### config.mk
export PLATFORM = sky130hd
export DESIGN_NAME = rmaa_div
export DESIGN_NICKNAME = d
export VERILOG_FILES = /design/src/sv/rmaa_pkg.sv /design/src/sv/rmaa_div.sv
export SDC_FILE = /design/constraint.sdc
export NUM_CORES = 2
export LEC_CHECK = 0
export ABC_AREA = 1
export BUFFER_PORTS_ARGS = -buffer_cell sky130_fd_sc_hd__buf_2
export CAP_MARGIN = 20
export CELL_PAD_IN_SITES_DETAIL_PLACEMENT = 0
export CELL_PAD_IN_SITES_GLOBAL_PLACEMENT = 1
export CORE_MARGIN = 5
export CORE_UTILIZATION = 50
export CTS_CLUSTER_DIAMETER = 150
export DETAILED_ROUTE_END_ITERATION = 10
export PLACE_DENSITY_LB_ADDON = 0.2
export REMOVE_ABC_BUFFERS = 1
export SKIP_CTS_REPAIR_TIMING = 1
export SLEW_MARGIN = 20
export SYNTH_ARGS = -nofsm -noshare
export SYNTH_HDL_FRONTEND = slang
export SYNTH_SLANG_ARGS = --single-unit
### constraint.sdc
create_clock -name clock -period 2.65 [get_ports clock]
set_input_delay 0.265 -clock clock [delete_from_list [all_inputs] [get_ports clock]]
set_output_delay 0.265 -clock clock [all_outputs]
set_load 0.05 [all_outputs]
### src/sv/rmaa_pkg.sv
package rmaa_pkg;

   localparam int TRACE_ONE    = 16384;
   localparam int ROOT_FLOOR   = 1638;
   localparam int HALF_PI_Q16  = 102944;
   localparam int CORDIC_STEPS = 16;

   // pipelined unit sizes
   localparam int SQ1_W  = 16;   // root of a trace sum
   localparam int DIV1_N = 31;
   localparam int DIV1_D = 17;
   localparam int DIV1_Q = 20;   // quaternion magnitude
   localparam int SQ2_W  = 21;   // vector norm
   localparam int DIV2_N = 37;
   localparam int DIV2_D = 21;
   localparam int DIV2_Q = 17;   // scaled axis component

   // eleven single register stages plus the iterative units
   localparam int PIPE_LAT = 11 + SQ1_W + DIV1_Q + SQ2_W + CORDIC_STEPS + DIV2_Q;

   typedef struct packed {
      logic [3:0][16:0] tc;   // clamped trace sums
      logic [5:0][17:0] pr;   // off-diagonal sums and differences
   } mat_type;

   typedef struct packed {
      logic [20:0]      n;
      logic [2:0][20:0] v;
      logic             wneg;
   } cside_type;

   typedef struct packed {
      logic [2:0] neg;
      logic       zero;
   } oside_type;

   function automatic logic [15:0] atan_q16(input logic [3:0] i);
      logic [15:0] a;
      case (i)
         4'd0:    a = 16'd51472;
         4'd1:    a = 16'd30386;
         4'd2:    a = 16'd16055;
         4'd3:    a = 16'd8150;
         4'd4:    a = 16'd4091;
         4'd5:    a = 16'd2047;
         4'd6:    a = 16'd1024;
         4'd7:    a = 16'd512;
         4'd8:    a = 16'd256;
         4'd9:    a = 16'd128;
         4'd10:   a = 16'd64;
         4'd11:   a = 16'd32;
         4'd12:   a = 16'd16;
         4'd13:   a = 16'd8;
         4'd14:   a = 16'd4;
         4'd15:   a = 16'd2;
         default: a = 16'd0;
      endcase
      return a;
   endfunction

endpackage

### src/sv/rmaa_div.sv
module rmaa_div import rmaa_pkg::*; #(
   parameter int NW = DIV1_N,
   parameter int DW = DIV1_D,
   parameter int QW = DIV1_Q
) (
   input  logic          clock,
   input  logic          en,
   input  logic [NW-1:0] num,
   input  logic [DW-1:0] den,
   output logic [QW-1:0] quo
);
   localparam int EW = DW + QW;

   logic [EW-1:0] rem_ff [QW];
   logic [DW-1:0] den_ff [QW];
   logic [QW-1:0] quo_ff [QW];

   // restoring division, one quotient bit per stage, num < den * 2^QW
   for (genvar s = 0; s < QW; s++) begin : g_step
      localparam int B = QW - 1 - s;
      logic [EW-1:0] rem_cur;
      logic [DW-1:0] den_cur;
      logic [QW-1:0] quo_cur;
      logic [EW-1:0] trial;
      logic [EW-1:0] rem_in;
      logic [QW-1:0] quo_in;

      if (s == 0) begin : g_first
         assign rem_cur = EW'(num);
         assign den_cur = den;
         assign quo_cur = '0;
      end else begin : g_next
         assign rem_cur = rem_ff[s-1];
         assign den_cur = den_ff[s-1];
         assign quo_cur = quo_ff[s-1];
      end

      assign trial = EW'(den_cur) << B;

      always_comb begin
         if (rem_cur >= trial) begin
            rem_in = rem_cur - trial;
            quo_in = quo_cur | (QW'(1) << B);
         end else begin
            rem_in = rem_cur;
            quo_in = quo_cur;
         end
      end

      always_ff @(posedge clock) begin
         if (en) begin
            rem_ff[s] <= rem_in;
            den_ff[s] <= den_cur;
            quo_ff[s] <= quo_in;
         end
      end
   end

   assign quo = quo_ff[QW-1];

endmodule

**Word level (Yosys, flattened, before mapping)**

Memory sizes are Yosys's and may differ from the RTL's.
Cells that the tools add are included.

- Flip-flop bits (word level): 0
- RAM bits: 1480
- Bits of input ports: 50
- Output and inout bits: 20
- Word-level logic and storage cells: 85
- Memories: 3

Memories:

| name | depth | bits a word | read ports | clocked after memory_dff | write ports | RTL line | text |
|---|---|---|---|---|---|---|---|
| rem_ff | 20 | 37 | 19 | 0 | 20 | rmaa_div.sv:14 | `logic [EW-1:0] rem_ff [QW];` |
| quo_ff | 20 | 20 | 20 | 0 | 20 | rmaa_div.sv:16 | `logic [QW-1:0] quo_ff [QW];` |
| den_ff | 20 | 17 | 19 | 0 | 20 | rmaa_div.sv:15 | `logic [DW-1:0] den_ff [QW];` |

- Add/sub/neg operators: 20
- Magnitude comparators: 20
- Muxes and demuxes: 42

Operators by type and width:

| kind | number |
|---|---|
| $mux 37 | 20 |
| $ge 37x17->1 | 1 |
| $ge 37x18->1 | 1 |
| $ge 37x19->1 | 1 |
| $ge 37x20->1 | 1 |
| $ge 37x21->1 | 1 |
| $ge 37x22->1 | 1 |
| $ge 37x23->1 | 1 |
| $ge 37x24->1 | 1 |
| $ge 37x25->1 | 1 |
| $ge 37x26->1 | 1 |
| $ge 37x27->1 | 1 |
| $ge 37x28->1 | 1 |
| $ge 37x29->1 | 1 |
| $ge 37x30->1 | 1 |
| $ge 37x31->1 | 1 |
| $ge 37x32->1 | 1 |
| $ge 37x33->1 | 1 |
| $ge 37x34->1 | 1 |
| $ge 37x35->1 | 1 |
| $sub 31x36->37 | 1 |
| $sub 37x17->37 | 1 |
| $sub 37x18->37 | 1 |
| $sub 37x19->37 | 1 |
| 37 further kinds | 39 |

**Logic depth before layout (Yosys ltp)**

An unclocked memory read counts as a cell.

- Word-level depth: 3
- Depth in mapped cells: 17
- Gate-level depth less buffers: 16

**Least setup slack after synthesis**

No wires, ideal clock.

- Path kind: register -> register
- From: mem rem_ff[17][1] (netlist name)
- To: mem rem_ff[18][26] (netlist name) (data pin)
- Library setup time: 0.255 ns
- Arrival time: 2.056 ns
- Required time: 2.395 ns
- Setup slack: 0.339 ns
- Cell stages (with the launch flop): 17
- Path buffers: 2
- Period minus slack after synthesis: 2.311 ns
- Cell sequence: edfxtp_1 > inv_1 > ha_1 > inv_1 > fa_1 > nand2_1 > nand3_1 > nand3_1 > nand2_2 > nand2_2 > nand2_2 > nand2_4 > nand2_2 > nor2_4 > buf_6 > buf_6 > a21oi_2

RTL lines:

| item | RTL line |
|---|---|
| from (decl) | rmaa_div.sv:14 |

==> run_results.csv <==
group,metric,value,unit
run_status,status,"complete, no violations",
route,finalWirelength,219000,um
floorplan,die_width,390,um
logic_synthesis,syn_avg_cell_area,8.50,um2
logic_synthesis,yosysTopAreaCellShare,51.4,%
global_routing,grt_use_total,28.3,%
worst_hold_path,min_to,"rem_ff[0][17]",
clock_tree,clock_latency,800,ps
placed_design,place_ws,-84.9,ps
worst_hold_path,hold_class,"in -> reg",
global_routing,grt_pass1_wl,330000,um
setup_path,setup.worst_path.start_class,"flop",
logic_synthesis,ys_warn_count,0,
floorplan,placeableCoreArea,143000,um2
route,first_pass_iters,8,
global_routing,grt_pass1_vias,56000,
timing,fin_skew,33.4,ps
timing,fin_hold_ws,203,ps
worst_hold_path,hp-start,"num[17]",
global_routing,antenna_found_initial,3,
clock_tree,cts_root_buffer,"clkbuf_16",
global_routing,overflow,0,
setup_path,cp_common_cell,"nand2_1",
final_layout,area_growth,15.8,%
setup_path,r2r-end,"rem_ff[17][33]",
logic_synthesis,synth_edf_count,1236,
route,drtIter0Drc,4865,
final_layout,postLayoutCoreUtil,58.2,%
timing,final.min_clock_period,2600,ps
logic_synthesis,yosys.cell_count.top_type,"nand2_1",
power,total_power,79.8,mW
setup_path,worstReg2RegStart,"rem_ff[16][16]",
logic_synthesis,ys_seq_elements,1236,
global_routing,grt_max_degree,79,
timing,final_hold_viol_count,0,
clock_tree,clock_sinks,1236,
logic_synthesis,synth_ff_type,"edfxtp_1",
clock_tree,cts_max_path_buffers,3,
floorplan,floorplan.die.height,390,um
setup_path,slowest_delay,430,ps
power,p_leak,37.1,nW
clock_tree,cts_htree_levels,4,
timing,slew_viol_final,0,
placed_design,placedInstanceArea,78000,um2
clock_tree,cts_buffers,135,
logic_synthesis,ys_seq_area_share,51.4,%
clock_tree,clkTransAtPathRegs,60,ps
final_layout,drive_above_1_share,9.92,%
placed_design,dp_hpwl,176000,um
floorplan,row_count,139,
power,power.density,955,nW/um2
setup_path,cp.required,3220,ps
route,vias_per_cell,5.29,
logic_synthesis,ys_types,50,
clock_tree,cts_tree,"done",
setup_path,critPathSlowestCell,"edfxtp_1",
final_layout,final_cells,11100,
final_layout,diodes,0,
setup_path,crit_path_end_kind,"flop",
floorplan,dieArea,152000,um2
placed_design,placed_cells_incl_taps,10800,
final_layout,n_fill_cell,12900,
worst_hold_path,holdPathStages,2,
placed_design,portBuffers,69,
setup_path,crit_fanout,12,
flow_run,cap_violations,0,
setup_path,rrSetupSlack,50,ps
final_layout,final_nets,9521,
placed_design,gp_congestion,0.958,
power,ir_worst_vdd,0.000626,V
setup_path,ff2ff_path_depth,10,
timing,worst_slew_pin_slew,691,ps
logic_synthesis,synth_commonest_cells,"nand2_1 (2,702), inv_1 (1,283), edfxtp_1 (1,236)",
logic_synthesis,async_flop_share,0,%
route,ant_nets,0,
floorplan,start_util,50.3,%
setup_path,worstPathArrival,3170,ps
setup_path,path_cells,"ha_1 -> nand2_1 -> nor2_2 -> nand2_1 -> nor3_1 -> nand3_1 -> nand2_4 -> nor2_8 -> buf_4 -> a21oi_1",
timing,fin_crit_sh,98.2,%
route,post_drt_wl_per_cell,19.7,um
timing,final.setup.tns,0,ps
logic_synthesis,synth_top_area_cell,"edfxtp_1",
setup_path,critPathKind,"reg -> reg",
timing,fin_ws,48.5,ps
logic_synthesis,netlist_area,72200,um2
logic_synthesis,yosys-top-cells-area,"edfxtp_1 (51%), nand2_1 (14%), inv_1 (6.7%)",
floorplan,io-pin-count,70,
route,drc_errors,0,
timing,slew_headroom,53.5,%
route,vias,58800,
logic_synthesis,synthCells,8492,
final_layout,finalInstanceArea,83600,um2
timing,setup_viol,0,
timing,max_freq,0.384,GHz
[layout make-up]
type	count	area, um2	area share [%]
Multi-Input combinational cell	5884	29900	35.8
Sequential cell	1236	37100	44.4
Clock inverter	79	1000	1.20
Tap cell	1903	2380	2.85
Timing Repair Buffer	554	4700	5.62
Inverter	1306	4920	5.88
Clock buffer	163	3500	4.19
[critical path: cells and delay by family, from the launching register on]
kind,cells,cell delay (ps)
adders and majority gates,1,390
buffers and inverters,1,180
AOI/OAI and AO/OA,1,280
DFF,1,430
and+or+nand+nor,7,1120
[cell usage in the layout, fill, tap and decap left out, types with 72 or more instances in the layout]
cell / instances
a21oi_1: 412
buf_4: 387
clkbuf_16: 138
edfxtp_1: 1236
ha_1: 326
inv_1: 1281
nand2_1: 2691
nand3_1: 463
nand4_1: 179
nor2_1: 802
nor3_1: 128
o21ai_0: 240
o21ai_1: 72
xnor2_1: 75
xor2_1: 157
[where the power goes]
part / internal [mW] / switching [mW]
registers: 26.4 / 3.29
clock network: 10.9 / 8.17
logic: 11.1 / 20.0
total: 48.3 / 31.5
[worst max-delay path by stage]
stage / cells after the start / slack, ps / endpoint / startpoint
after detailed placement: 10 / -80 / rem_ff[11][30] / rem_ff[10][24]
after CTS: 10 / -110 / rem_ff[11][35] / rem_ff[10][24]
after floorplan: 16 / -230 / rem_ff[18][10] / rem_ff[17][1]
after global routing: 14 / -30 / rem_ff[2][33] / den_ff[1][0]
after global placement: 9 / -110 / rem_ff[4][29] / rem_ff[3][24]
final: 10 / 50 / rem_ff[17][33] / rem_ff[16][16]
[cell families after synthesis]
family	count (synthesis)	share of synthesized area [%]
compound gates	843	6.30
xor+xnor	232	2.82
fa+ha+maj	354	6.33
buf+inv	1376	7.52
flops	1236	51.4
simple gates	4451	25.6
[sequential cells by signal, indices dropped and copies added, names as in the netlist]
signal,cells
den_ff,323
quo_ff,210
rem_ff,703
[layer usage]
| metal | part of all wire [%] | global-route usage [%] |
|---|---|---|
| met5 | 0.0059 | 0 |
| met4 | 2.8 | 7.72 |
| met3 | 5.6 | 3.49 |
| met2 | 47 | 47.1 |
| met1 | 44 | 39.2 |
Power figures use the tool's default switching activity.
