**src/sv/rmaa_pkg.sv**
```systemverilog
package rmaa_pkg;

   localparam int TRACE_ONE    = 16384;
   localparam int ROOT_FLOOR   = 1638;
   localparam int HALF_PI_Q16  = 102944;
   localparam int CORDIC_STEPS = 16;

   // pipelined unit sizes
   localparam int SQ1_W  = 16;   // root of a trace sum
   localparam int DIV1_N = 31;
   localparam int DIV1_D = 17;
   localparam int DIV1_Q = 20;   // quaternion magnitude
   localparam int SQ2_W  = 21;   // vector norm
   localparam int DIV2_N = 37;
   localparam int DIV2_D = 21;
   localparam int DIV2_Q = 17;   // scaled axis component

   // eleven single register stages plus the iterative units
   localparam int PIPE_LAT = 11 + SQ1_W + DIV1_Q + SQ2_W + CORDIC_STEPS + DIV2_Q;

   typedef struct packed {
      logic [3:0][16:0] tc;   // clamped trace sums
      logic [5:0][17:0] pr;   // off-diagonal sums and differences
   } mat_type;

   typedef struct packed {
      logic [20:0]      n;
      logic [2:0][20:0] v;
      logic             wneg;
   } cside_type;

   typedef struct packed {
      logic [2:0] neg;
      logic       zero;
   } oside_type;

   function automatic logic [15:0] atan_q16(input logic [3:0] i);
      logic [15:0] a;
      case (i)
         4'd0:    a = 16'd51472;
         4'd1:    a = 16'd30386;
         4'd2:    a = 16'd16055;
         4'd3:    a = 16'd8150;
         4'd4:    a = 16'd4091;
         4'd5:    a = 16'd2047;
         4'd6:    a = 16'd1024;
         4'd7:    a = 16'd512;
         4'd8:    a = 16'd256;
         4'd9:    a = 16'd128;
         4'd10:   a = 16'd64;
         4'd11:   a = 16'd32;
         4'd12:   a = 16'd16;
         4'd13:   a = 16'd8;
         4'd14:   a = 16'd4;
         4'd15:   a = 16'd2;
         default: a = 16'd0;
      endcase
      return a;
   endfunction

endpackage

```
**src/sv/rmaa_sqrt.sv**
```systemverilog
module rmaa_sqrt import rmaa_pkg::*; #(
   parameter int RW = SQ1_W
) (
   input  logic          clock,
   input  logic          en,
   input  logic [2*RW-1:0] rad,
   output logic [RW-1:0] root
);
   localparam int AW = 2 * RW;

   logic [AW-1:0] rem_ff  [RW];
   logic [RW-1:0] root_ff [RW];

   // one result bit per stage, remainder holds rad - root^2
   for (genvar s = 0; s < RW; s++) begin : g_step
      localparam int B = RW - 1 - s;
      logic [AW-1:0] rem_cur;
      logic [RW-1:0] root_cur;
      logic [AW-1:0] trial;
      logic [AW-1:0] rem_in;
      logic [RW-1:0] root_in;

      if (s == 0) begin : g_first
         assign rem_cur  = rad;
         assign root_cur = '0;
      end else begin : g_next
         assign rem_cur  = rem_ff[s-1];
         assign root_cur = root_ff[s-1];
      end

      // (root + 2^B)^2 - root^2, bits do not overlap
      assign trial = (AW'(root_cur) << (B + 1)) | (AW'(1) << (2 * B));

      always_comb begin
         if (rem_cur >= trial) begin
            rem_in  = rem_cur - trial;
            root_in = root_cur | (RW'(1) << B);
         end else begin
            rem_in  = rem_cur;
            root_in = root_cur;
         end
      end

      always_ff @(posedge clock) begin
         if (en) begin
            rem_ff[s]  <= rem_in;
            root_ff[s] <= root_in;
         end
      end
   end

   assign root = root_ff[RW-1];

endmodule

```
**config.mk**
```make
export PLATFORM = sky130hd
export DESIGN_NAME = rmaa_sqrt
export DESIGN_NICKNAME = d
export VERILOG_FILES = /design/src/sv/rmaa_pkg.sv /design/src/sv/rmaa_sqrt.sv
export SDC_FILE = /design/constraint.sdc
export NUM_CORES = 1
export LEC_CHECK = 0
export BUFFER_PORTS_ARGS = -buffer_cell sky130_fd_sc_hd__buf_4
export CORE_UTILIZATION = 40
export DETAILED_ROUTE_END_ITERATION = 16
export GPL_ROUTABILITY_DRIVEN = 0
export GPL_TIMING_DRIVEN = 0
export PLACE_DENSITY = 0.53
export SYNTH_ARGS = -nofsm -noshare
export SYNTH_HDL_FRONTEND = slang
export SYNTH_SLANG_ARGS = --single-unit
```
**constraint.sdc**
```tcl
create_clock -name clock -period 6.6 [get_ports clock]
set_input_delay 1.32 -clock clock [delete_from_list [all_inputs] [get_ports clock]]
set_output_delay 1.32 -clock clock [all_outputs]
set_load 0.05 [all_outputs]
```
Word-level counts from Yosys, hierarchy flattened. Memory sizes are Yosys's and may differ from the RTL's. Index checks and enable logic that the tools add are counted.

Register bits after elaboration: 0. Bits in latches: 0. Memory bits (writable): 768. ROM bits: 0. Bits of input ports: 34. Output and inout port bits: 16. Logic and storage cells: 68. Memories kept: 2.

Memory list: rem_ff (depth 16, bits a word 32, read ports 15, clocked after Yosys merged registers in 0, wr ports 16, RTL line rmaa_sqrt.sv:11) `logic [AW-1:0] rem_ff [RW];`; root_ff (depth 16, bits a word 16, read ports 16, clocked after Yosys merged registers in 0, wr ports 16, RTL line rmaa_sqrt.sv:12) `logic [RW-1:0] root_ff [RW];`.

Add/sub/neg operators: 16. $mul: 0. Divide/modulo/power cells: 0. $lt $le $gt $ge: 16. Eq/ne operators: 0. Shifts and indexed selects: 0. Multiplexer cells: 34. Bitwise logic cells: 0. Reduce and logical (&&, ||, !) cells: 0.

Operator list (count): $mux 32 (16); $ge 32x17->1 (1); $ge 32x18->1 (1); $ge 32x19->1 (1); $ge 32x20->1 (1); $ge 32x21->1 (1); $ge 32x22->1 (1); $ge 32x23->1 (1); $ge 32x24->1 (1); $ge 32x25->1 (1); $ge 32x26->1 (1); $ge 32x27->1 (1); $ge 32x28->1 (1); $ge 32x29->1 (1); $ge 32x30->1 (1); $ge 32x31->1 (1); $ge 32x31->1 const B (1); $sub 32x17->32 (1); $sub 32x18->32 (1); $sub 32x19->32 (1); $sub 32x20->32 (1); $sub 32x21->32 (1); $sub 32x22->32 (1); $sub 32x23->32 (1); 25 further kinds (27).

Longest topological paths before layout. An unclocked memory read counts as a cell.

Word-level depth: 3. Gate-level depth with buffers: 12. Mapped depth without buffers: 10.

Worst setup path after synthesis. No wires, ideal clock.

Kind: register to register. From: mem rem_ff[1][145] (netlist bit). To: mem rem_ff[1][189] (netlist bit) (data pin). Library setup time: 266 ps. Arrival time: 2358 ps. Required time: 6334 ps. Path slack: 3976 ps. Stages on the path, launching flop included: 11. Path buffers: 2. Period minus slack after synthesis: 2624 ps. Cells stage by stage: edfxtp_1 ha_1 buf_2 a21o_1 a211oi_1 nand2_1 or3_1 nor2_4 buf_2 nor3_1 xor2_1.

RTL lines (RTL line): start, declared (rmaa_sqrt.sv:11).

==> results.md <==
Clock tree:
- The number of buffers inserted during clock tree synthesis is between 60 and 70.
- The maximum buffer depth of the clock tree is 3.
- The H-tree was split into 3 levels.
- TritonCTS built the clock tree.
- The number of setup buffers added after CTS is 0.
- After clock tree synthesis, the repair step resized 0 gates.
- The number of hold buffers added after CTS was 0.
- The tree is rooted in a clkbuf_16.
- The clock net sink count is approximately 620.
- After clock tree synthesis, the clock-pin slew on the worst setup and hold paths is ~0.06 ns.
- The later pin in the worst-skew pair is clocked with a latency of 0.62 ns.

Routing:
- The detail route stage leaves a number of antenna-violating nets equal to 0.
- Dividing the detail-routed wire length by the instance count gives ~18 um.
- The iteration-0 DRC count of the detailed router is 1045.
- The iteration count of the initial detailed-routing pass is 5.
- In the routed design, unresolved DRC markers number 0.
- The detailed router placed ~18k vias in this run.
- Summed over all layers, the routed wires come to 60.9 mm.
- The number of vias per cell after detailed routing is 5.24.

Finish:
- In the final layout, the share of cells above drive strength 1 is 0.0841.
- At the end of the flow, the number of nets in the layout was 2594.
- The leading cell type in the layout, fill and taps excluded is edfxtp_1.
- The final core utilization is 0.461.
- 0 antenna diodes ended up in the layout.
- The area overhead of the layout relative to synthesis is 13.3%.
- In the layout the commonest cells are 616 x edfxtp_1, 182 x inv_1, 171 x nand2_1, 150 x ha_1, 137 x o21ai_0.
- Leaving out filler cells and counting taps, the final layout contains 3411.
- The number of fill cells in the layout is 6393.

Timing:
- The share of the clock period used by the worst path is 0.546.
- The worst hold-check slack is 0.429 ns.
- Timing would allow up to 278 MHz.
- The max-slew violation total from the final report is 0.
- The worst path needs around 3.6 ns of the cycle, external delays included.
- The number of endpoints with negative hold slack in the final report is 0.
- Setup repair after global routing left no endpoint under its margin.
- The final clock skew is roughly 0.032 ns.
- The actual transition at the worst max-transition pin is around 1.3 ns.
- Setup total negative slack on the finished layout was measured at 0 ns.
- The headroom to the max-slew limit is 0.149.
- Setup violations remaining at the end of the flow were counted as 0.

Pwr:
- For this design the ratio of total power to cell area is between 300 and 400 nW/um2.
- Summing internal, switching and leakage power gives ~11 mW.
- The worst-case vdd ir drop is roughly 0.23 mV.
- The static power due to leakage is around 12 nW.

Global route:
- The first global-routing pass estimated 97.3 mm of wire.
- The overall track demand over capacity in global routing is 0.165.
- The maximum number of pins on one net before global-route repair is around 130.
- The aggregate global routing overflow is 0.
- The number of global-route vias before repair was approximately 18k.
- The number of antenna violations at the first check in global routing came to 0.

Floorplan:
- The placeable core region is ~72000 um2.
- The initial utilization of the core area, before any placement, comes to 0.407.
- The floorplan has between 90 and 100 rows.
- From left edge to right edge, the die measures about 270 um.
- The floorplan step set the die height to 273 um.
- The die covers about 74000 um2.
- The I/O pin count is 50.

Synthesis:
- After synthesis the netlist holds a flip-flop and latch count of 616.
- Among all flip-flop cells after synthesis, the most frequent one is edfxtp_1.
- Of all cell types, the one taking the most synthesized area is edfxtp_1.
- The synthesized area divided by synthesized cell count is roughly 13 um2.
- The cell area that synthesis handed to floorplanning was between 20000 and 30000 um2.
- The count of different cell masters after synthesis is 85.
- Yosys mapped a number of flops with a built-in enable equal to 616.
- The gate count of the mapped netlist is about 2.3k.
- Counting every net in the synthesized netlist gives ~2.5k.
- Yosys printed 0 warnings.
- The proportion of register bits with asynchronous set or reset after synthesis is 0.
- The area share of the largest cell type after synthesis is 0.631.
- The share of the Yosys chip area taken by registers is 0.631.
- By area the synthesized netlist is led by edfxtp_1 63%, ha_1 6.4%, xor2_1 3.4%.

Setup path:
- The maximum fanout along the worst path is 10.
- By startpoint and endpoint, the worst setup path is classified as reg2reg.
- The worst setup path is captured at a register.
- The type of element launching the critical path is a register.
- The worst endpoint data arrival time is around 3.9 ns.
- At the worst endpoint, the required time is ~7 ns.

Run status:
- The flow ran to the end, and the final reports show no timing, DRC or antenna violations.

Worst hold path:
- The path class of the tightest hold or removal check is reg2reg.

Placement:
- During placement, the flow inserted port buffers numbering around 50.
- Detailed placement finished with a half-perimeter wire length of between 40 and 50 mm.
- After detailed placement, the design holds a cell count of 3289.

Job:
- The max-cap check violation count is 0.
path summary, 6_finish.rpt:
kind              cells past startpoint                       end  slack [ns]                      from
setup / recovery                      8  rem_ff[1][204]$_DFFE_PP_        3.00  rem_ff[1][180]$_DFFE_PP_
hold / removal                        0  rem_ff[1][102]$_DFFE_PP_        0.43   rem_ff[1][70]$_DFFE_PP_
setup reg to reg                      8  rem_ff[1][204]$_DFFE_PP_        3.00  rem_ff[1][180]$_DFFE_PP_
hold reg to reg                       0  rem_ff[1][102]$_DFFE_PP_        0.43   rem_ff[1][70]$_DFFE_PP_
final cells by class:
cell class	instances	area, um2	share of cell area
flip-flops and latches	616	18500	0.557
multi-input cells	1453	9940	0.299
clock buffers	81	1770	0.0534
well taps	950	1190	0.0358
inverters	183	687	0.0207
repair buffers	54	513	0.0155
clock inverters	41	432	0.0130
plain buffers	33	171	0.00516
cell families (layout without fill, tap and decap cells):
family / after synthesis / count (layout) / share of synthesized area
AND/OR/NAND/NOR: 662 / 662 / 0.119
AO/OA/AOI/OAI: 434 / 434 / 0.0933
XOR/XNOR: 193 / 193 / 0.0577
adder cells (fa/ha/maj): 150 / 150 / 0.0641
flip-flops: 616 / 616 / 0.631
multiplexers: 14 / 14 / 0.00508
buffers and inverters: 216 / 392 / 0.0293
per-stage QoR:
stage,instance area (um2),setup WS (ns)
6_report,33200,3.00
5_1_grt,33200,2.73
4_1_cts,33200,2.94
3_5_place_dp,31000,2.94
3_3_place_gp,30900,-0.872
2_1_floorplan,29300,3.98
registers in the layout, summed over array words and instances, names as in the netlist:
signal / count
rem_ff: 480
root_ff: 136
Yosys cell counts, drive strengths merged (8+ instances only):
cell type,number
nand2b,31
nand3b,8
clkbuf,14
nand2,171
nand4,20
inv,183
xnor2,79
a31oi,10
a211oi,13
xor2,114
a2111oi,8
a21o,29
nor2b,21
nor3b,8
o31ai,12
nor4,82
or3,23
o21a,36
nor3,77
o21ai,142
edfxtp,616
nand3,31
or4,12
or2,11
a21oi,117
buf,19
nor4b,20
nor2,122
ha,150
metal layers:
metal | part of all wire | global-route usage | vias to the layer above
met3 | 0.028 | 0.0232 | 126
li1 | - | - | 8823
met2 | 0.55 | 0.321 | 316
met5 | 0 | 0 | -
met1 | 0.38 | 0.176 | 8617
met4 | 0.036 | 0.0696 | 0
where the power goes:
part | total (mW) | internal (mW) | switching, mW
registers | 5.27 | 4.93 | 0.345
logic | 1.74 | 0.732 | 1.00
clock network | 3.71 | 2.14 | 1.57
critical path, cell delays in order, from the launching register on:
cell and delay [ns]:
edfxtp_1 0.50, nor4_1 1.05, nor4b_2 0.50, o311ai_1 0.15, nand2_1 0.22, nor2_1 0.16, inv_1 0.09, clkbuf_1 0.48
a21oi_1 0.17
Power figures use the tool's default switching activity.
